==> src/sv/utf8d_pkg.sv <==
// utf8d_pkg: payload types and byte-class constants for the utf-8 decoder
// used by utf8_to_utf16_bmp_decoder; no dependencies
package utf8d_pkg;

	localparam logic [7:0] ASCII_MAX = 8'h7F;
	localparam logic [7:0] CONT_LO   = 8'h80;
	localparam logic [7:0] CONT_HI   = 8'hBF;
	localparam logic [7:0] LEAD2_LO  = 8'hC0;
	localparam logic [7:0] LEAD2_HI  = 8'hDF;
	localparam logic [7:0] LEAD3_LO  = 8'hE0;
	localparam logic [7:0] LEAD3_HI  = 8'hEF;

	localparam logic MODE_DATA  = 1'b0;
	localparam logic MODE_FLUSH = 1'b1;

	// most units one input item can produce
	localparam int MAX_UNITS = 3;

	typedef struct packed {
		logic       mode;
		logic [7:0] data_byte;
	} in_item_t;

	typedef struct packed {
		logic [15:0] code_unit;
		logic        is_raw;
		logic        last;
	} out_item_t;

endpackage

==> src/sv/utf8_to_utf16_bmp_decoder.sv <==
// utf8_to_utf16_bmp_decoder: utf-8 byte stream to utf-16 code units (bmp only)
// depends on utf8d_pkg for payload types and byte-class constants
//
// channel  dir  handshake           payload
// in       in   in_valid/in_ready   utf8d_pkg::in_item_t  (mode, data_byte)
// out      out  out_valid/out_ready utf8d_pkg::out_item_t (code_unit, is_raw, last)
//
// an accepted item sits in the input stage, is decoded in one pass and loads the
// result group (up to three units), which drains one unit per cycle while out is
// ready; one item per cycle while each item yields at most one unit and out is
// not stalled; an item yielding several units holds the group until all drain;
// the first unit passes the input stage, then the result group, before it is valid
// arst_n clears the decode state and both stages; back-pressure on out stalls
// the input stage, which still takes one item while the result group waits
module utf8_to_utf16_bmp_decoder (
	input  logic                 clk,
	input  logic                 arst_n,
	input  logic                 in_valid,
	output logic                 in_ready,
	input  utf8d_pkg::in_item_t  in_data,
	output logic                 out_valid,
	input  logic                 out_ready,
	output utf8d_pkg::out_item_t out_data
);

	typedef enum logic [1:0] {
		PH_IDLE,
		PH_TWO,
		PH_THREE_A,
		PH_THREE_B
	} phase_t;

	phase_t      phase_q, phase_d;
	logic [15:0] acc_q, acc_d;
	logic [7:0]  lead_q, lead_d;
	logic [7:0]  second_q, second_d;

	logic                v_s1;
	utf8d_pkg::in_item_t item_s1;

	logic [15:0] unit_q [utf8d_pkg::MAX_UNITS];
	logic        raw_q  [utf8d_pkg::MAX_UNITS];
	logic [1:0]  cnt_q;

	logic [15:0] unit_d [utf8d_pkg::MAX_UNITS];
	logic        raw_d  [utf8d_pkg::MAX_UNITS];
	logic [1:0]  cnt_d;

	logic group_free, advance, out_xfer, is_cont;
	logic [7:0] b;

	assign out_xfer   = out_valid && out_ready;
	assign group_free = (cnt_q == 2'd0) || ((cnt_q == 2'd1) && out_ready);
	assign advance    = v_s1 && group_free;
	assign in_ready   = !v_s1 || group_free;

	assign out_valid          = (cnt_q != 2'd0);
	assign out_data.code_unit = unit_q[0];
	assign out_data.is_raw    = raw_q[0];
	assign out_data.last      = (cnt_q == 2'd1);

	assign b       = item_s1.data_byte;
	assign is_cont = (b >= utf8d_pkg::CONT_LO) && (b <= utf8d_pkg::CONT_HI);

	always_comb begin
		phase_d  = phase_q;
		acc_d    = acc_q;
		lead_d   = lead_q;
		second_d = second_q;
		cnt_d    = 2'd0;
		for (int i = 0; i < utf8d_pkg::MAX_UNITS; i++) begin
			unit_d[i] = 16'h0000;
			raw_d[i]  = 1'b1;
		end
		if (item_s1.mode == utf8d_pkg::MODE_FLUSH) begin
			// held bytes go out raw
			if (phase_q != PH_IDLE) begin
				unit_d[0] = {8'h00, lead_q};
				cnt_d     = 2'd1;
				if (phase_q == PH_THREE_B) begin
					unit_d[1] = {8'h00, second_q};
					cnt_d     = 2'd2;
				end
			end
			phase_d = PH_IDLE;
		end else begin
			unique case (phase_q)
				PH_IDLE: begin
					if ((b >= utf8d_pkg::LEAD2_LO) && (b <= utf8d_pkg::LEAD2_HI)) begin
						lead_d  = b;
						acc_d   = {5'b0, b[4:0], 6'b0};
						phase_d = PH_TWO;
					end else if ((b >= utf8d_pkg::LEAD3_LO) && (b <= utf8d_pkg::LEAD3_HI)) begin
						lead_d  = b;
						acc_d   = {b[3:0], 12'h000};
						phase_d = PH_THREE_A;
					end else begin
						unit_d[0] = {8'h00, b};
						raw_d[0]  = (b > utf8d_pkg::ASCII_MAX);
						cnt_d     = 2'd1;
					end
				end
				PH_TWO, PH_THREE_B: begin
					if (is_cont) begin
						acc_d     = acc_q | {10'b0, b[5:0]};
						unit_d[0] = acc_q | {10'b0, b[5:0]};
						raw_d[0]  = 1'b0;
						cnt_d     = 2'd1;
					end else if (phase_q == PH_TWO) begin
						unit_d[0] = {8'h00, lead_q};
						unit_d[1] = {8'h00, b};
						cnt_d     = 2'd2;
					end else begin
						unit_d[0] = {8'h00, lead_q};
						unit_d[1] = {8'h00, second_q};
						unit_d[2] = {8'h00, b};
						cnt_d     = 2'd3;
					end
					phase_d = PH_IDLE;
				end
				PH_THREE_A: begin
					second_d = b;
					if (is_cont) begin
						acc_d   = acc_q | {4'b0, b[5:0], 6'b0};
						phase_d = PH_THREE_B;
					end else begin
						unit_d[0] = {8'h00, lead_q};
						unit_d[1] = {8'h00, b};
						cnt_d     = 2'd2;
						phase_d   = PH_IDLE;
					end
				end
				default: phase_d = PH_IDLE;
			endcase
		end
	end

	always_ff @(posedge clk or negedge arst_n) begin
		if (!arst_n) begin
			phase_q  <= PH_IDLE;
			acc_q    <= 16'h0000;
			lead_q   <= 8'h00;
			second_q <= 8'h00;
			v_s1     <= 1'b0;
			item_s1  <= '0;
			cnt_q    <= 2'd0;
			for (int i = 0; i < utf8d_pkg::MAX_UNITS; i++) begin
				unit_q[i] <= 16'h0000;
				raw_q[i]  <= 1'b0;
			end
		end else begin
			if (in_valid && in_ready) begin
				v_s1    <= 1'b1;
				item_s1 <= in_data;
			end else if (advance) begin
				v_s1 <= 1'b0;
			end
			if (advance) begin
				phase_q  <= phase_d;
				acc_q    <= acc_d;
				lead_q   <= lead_d;
				second_q <= second_d;
				cnt_q    <= cnt_d;
				for (int i = 0; i < utf8d_pkg::MAX_UNITS; i++) begin
					unit_q[i] <= unit_d[i];
					raw_q[i]  <= raw_d[i];
				end
			end else if (out_xfer) begin
				// shift the group down by one unit
				cnt_q <= cnt_q - 2'd1;
				for (int i = 0; i < utf8d_pkg::MAX_UNITS - 1; i++) begin
					unit_q[i] <= unit_q[i + 1];
					raw_q[i]  <= raw_q[i + 1];
				end
			end
		end
	end

	// a flush with nothing held produces no unit
	a_idle_flush_silent: assert property (@(posedge clk) disable iff (!arst_n)
		(advance && item_s1.mode == utf8d_pkg::MODE_FLUSH && phase_q == PH_IDLE)
		|=> !out_valid)
		else $error("flush while idle produced a unit");

	// after the last unit of a group is taken, nothing remains unless reloaded
	a_group_drains: assert property (@(posedge clk) disable iff (!arst_n)
		(out_xfer && out_data.last && !advance) |=> !out_valid)
		else $error("result group did not drain after last unit");

	// a stalled group keeps its head unit
	a_head_holds: assert property (@(posedge clk) disable iff (!arst_n)
		(out_valid && !out_ready) |=> (out_valid && $stable(out_data)))
		else $error("head unit changed under back-pressure");

	// a lead byte while idle leaves a sequence pending and emits nothing
	a_lead_pends: assert property (@(posedge clk) disable iff (!arst_n)
		(advance && item_s1.mode == utf8d_pkg::MODE_DATA && phase_q == PH_IDLE
			&& item_s1.data_byte >= utf8d_pkg::LEAD2_LO
			&& item_s1.data_byte <= utf8d_pkg::LEAD3_HI)
		|=> (phase_q != PH_IDLE && !out_valid))
		else $error("lead byte did not start a sequence");

endmodule
==> config.mk <==
export PLATFORM = sky130hd
export DESIGN_NAME = utf8_to_utf16_bmp_decoder
export DESIGN_NICKNAME = d
export VERILOG_FILES = /design/src/sv/utf8d_pkg.sv /design/src/sv/utf8_to_utf16_bmp_decoder.sv
export SDC_FILE = /design/constraint.sdc
export NUM_CORES = 1
export LEC_CHECK = 0
export ABC_AREA = 1
export CELL_PAD_IN_SITES_DETAIL_PLACEMENT = 0
export CELL_PAD_IN_SITES_GLOBAL_PLACEMENT = 1
export CORE_ASPECT_RATIO = 0.5
export CORE_UTILIZATION = 51
export CTS_BUF_LIST = sky130_fd_sc_hd__clkbuf_16
export DETAILED_ROUTE_END_ITERATION = 8
export DONT_BUFFER_PORTS = 1
export PLACE_DENSITY_LB_ADDON = 0.1
export SLEW_MARGIN = 20
export SYNTH_ARGS = -nofsm -noshare
export SYNTH_HDL_FRONTEND = slang
export SYNTH_SLANG_ARGS = --single-unit
==> constraint.sdc <==
create_clock -name clk -period 2.4 [get_ports clk]
set_input_delay 0.24 -clock clk [delete_from_list [all_inputs] [get_ports clk]]
set_output_delay 0.24 -clock clk [all_outputs]
set_load 0.02 [all_outputs]
==> impl_results.md <==
* Critical Path Source: cnt_q[0]$_DFFE_PN0P_
* Worst reg2reg path endpoint: b[6]$_DFFE_PN0P_
* Slew Limit Fails at 0
* Cts-stage hold buffer count at 2
* Cells after Synth at about 580
* Htree depth at 3
* Minimum clock period at about 2.0 ns
* Fmax at roughly 0.5 GHz
* Tot Pwr at roughly 0.0066 W
* PD cells at around 1400 nW/um^2
* Fill count at between 700 and 800
* Min-Delay Path Class: input pin to flop
* CP Capture Point: b[6]$_DFFE_PN0P_
* Crit path max fanout at 19
* Drt wl/cell at 17.4 um
* Switch share at between 40% and 50%
* Final Cell Area at ~4700 sq um
* Reg2reg start: cnt_q[0]$_DFFE_PN0P_
* Critical path's slowest cell: nand2_1
* Num Clock Sinks at 81
* Mean Syn Cell Area at 7.52 sq um
* Max Buffers Root-to-Sink at 2
* Sequential power share at 37.1%
* DR vias/cell at approximately 5.4
* Comb pwr share at about two fifths
* Crit path kind: flop to flop
* GRT Residual Overflow at 0
* Largest stage delay on the critical path at 0.61 ns
* Nets@finish at 589
* Clk network pwr share at between 20 and 25%
* Max-Cap Viols at 0
* Die ar. at slightly below 9000 sq um
* Starting Density at 53.5%
* Syn Nets at about 600
* Relative slew slack at between 50% and 60%
* Worst skew pair latency at approximately 0.34 ns
* Iteration-0 DRC count of the detailed router at 297
* Setup violators final at 0
* Final Hold Viols at 0
* Largest area contributor in the netlist: dfrtp_1
* Setup TNS at 0 ns
* Sw power at roughly 0.003 W
* Initial antenna violation count at 0
* Root Buffer: clkbuf_16
* Most area-consuming cells after synthesis: dfrtp_1 (47%), nand2_1 (16%), o21ai_0 (7.8%)
* R2R setup slack at 0.41 ns
* N_diodes at 0
* Data required, critical path at about 2.7 ns
* GP Congestion at roughly 0.97
* Worst vdd ir at slightly below 700 uV
* First-pass GRT wire length at roughly 19 mm
* Cts bufs inserted at 9
* Distinct cell type count after synthesis at 23
* Crit end category: flop
* Routed vias at 3708
* Buffers on Ports at 0
* Startpoint types: flop
* Unrepaired setup endpoints after global routing: false
* DRC errors left at 0
* Reg area at approximately 2000 sq um
* Int Power at between 0.003 and 0.004 W
* Area Growth Syn to Fin at 8.48%
* Outcome: completed
* Sequential fraction of the synthesis area at 46.6%
* Row Count at 23
* Multi-input logic area at around 1900 sq um
* Leakage at ~2.3 nW
* CP Cell Sequence: inv_1, ha_1, inv_2, nand3_1, nand2_1, nor2_1, a21oi_1
* Core Region at 8140 sq um
* Synth top area share at between 40% and 50%
* Number of synthesized register bits at slightly above 80
* Die Ht at ~67 um
* Clk_skew at around 0.0077 ns
* Post CTS Setup Buffer Count at 0
* Pre-Repair DR Iteration Count at 5
* Clock transition at the registers of the reported paths at around 0.060 ns
* Layout cells sized above 1 at approximately 11%
* Final hold slack at about 0.055 ns
* Largest net degree at the start of global routing at between 80 and 90
* Placed inst area at 4390 sq um
* GRT Resource Usage Total at 29.4%
* Post-DRT Antenna Nets at 0
* Post-Synthesis Cell Area at between 4000 and 5000 sq um
* Total number of yosys warnings at 0
* R2R cell count at 7
* Util after Layout at 58.0%
* CTS tree: yes
* Number of global-route vias before repair at 3405
* Tcrit/Tclk final at 83.1%
* HPWL Detailed at around 8.5 mm
* Routed WL at between 10 and 15 mm
* Resize count post-CTS at 0
* Crit path DAT at about 2.3 ns
* DIE WIDTH at between 100 and 150 um
* IO Pins at 33
* Measured slew at the worst slew-check pin at 0.662 ns
[state kept, by name (all words and copies together), names as in the netlist]
name	cells
lead_q	8
raw_q	2
cnt_q	2
second_q	8
unit_q	16
phase_q	2
acc_q	16
out_data	17
v_s1	1
b	8
item_s1	1
[stage by stage]
stage / instances / worst slack [ns]
finish: 684 / 0.405
CTS: 684 / 0.421
global route: 684 / 0.214
detailed placement: 669 / 0.439
floorplan: 579 / 0.620
global placement: 669 / 0.431
[power by group through the flow]
stage          Clock, W  Sequential [W]  Combinational (W)
3_5_place_dp          0         0.00244            0.00263
3_3_place_gp          0         0.00244            0.00263
2_1_floorplan         0         0.00209            0.00220
5_1_grt         0.00150         0.00250            0.00307
4_1_cts         0.00144         0.00242            0.00267
6_report        0.00143         0.00243            0.00270
[layer usage]
layer / vias up / share of wire (%) / wire length (um) / global-route usage, %
met5: - / 0 / 0 / 0
met4: 0 / 0.87 / 103 / 7.61
met3: 9 / 8.7 / 1040 / 9.16
met2: 133 / 37 / 4450 / 39.0
met1: 1747 / 53 / 6290 / 44.9
li1: 1819 / - / - / -
[final cells by class]
cell class | instances | area share [%]
multi-input combinational | 419 | 41.1
clock inverter | 4 | 1.51
timing repair buffer | 20 | 3.66
sequential | 81 | 42.9
tap | 112 | 2.97
inverter | 39 | 3.10
clock buffer | 9 | 4.77
[cells by family after synthesis]
kind of cell    after synthesis  synth area share, %
flops                        81                 46.6
simple gates                304                 29.1
fa+ha+maj                     6                 1.72
compound gates              109                 13.8
buf+inv                      79                 8.88
[how the worst min path moves through the flow]
stage                                          end  slack (ns)  depth (start not counted)       start
after global placement     out_data[4]$_DFFE_PN0P_       -0.05                          0      arst_n
after floorplan               acc_q[0]$_DFFE_PN0P_       -0.06                          0      arst_n
after global routing              b[3]$_DFFE_PN0P_        0.06                          2  in_data[3]
after CTS                         b[2]$_DFFE_PN0P_        0.05                          2  in_data[2]
after detailed placement  out_data[16]$_DFFE_PN0P_       -0.05                          0      arst_n
final                             b[2]$_DFFE_PN0P_        0.06                          2  in_data[2]
[cells in the final DEF (no fill, tap or decap), drive strengths merged]
cell         count
nor3             4
nand2          194
or2              4
inv             38
ha               6
nor2            59
buf             19
o211ai           1
clkinv           2
dlygate4sd3      1
nand4            2
dfrtp           81
bufinv           2
clkinvlp         1
o21ai           82
nand3b           1
nand3           40
clkbuf           9
a21oi           26
[critical path, delay by kind of cell, from the launching register on]
kind	cells	cell delay, ns
and+or+nand+nor	3	0.98
DFF	1	0.37
buffers and inverters	2	0.19
adders and majority gates	1	0.20
AOI/OAI and AO/OA	1	0.16
[cell usage after synthesis (all sizes together)]
cell type and instances:
clkinv 1, ha 6, nand3 40, nand2 194
a21oi 26, o21ai 82, dfrtp 81, nand4 2
nor2 59, nand3b 1, nor3 4, clkbuf 14
buf 26, inv 38, o211ai 1, or2 4
(Power assumes the default switching activity.)
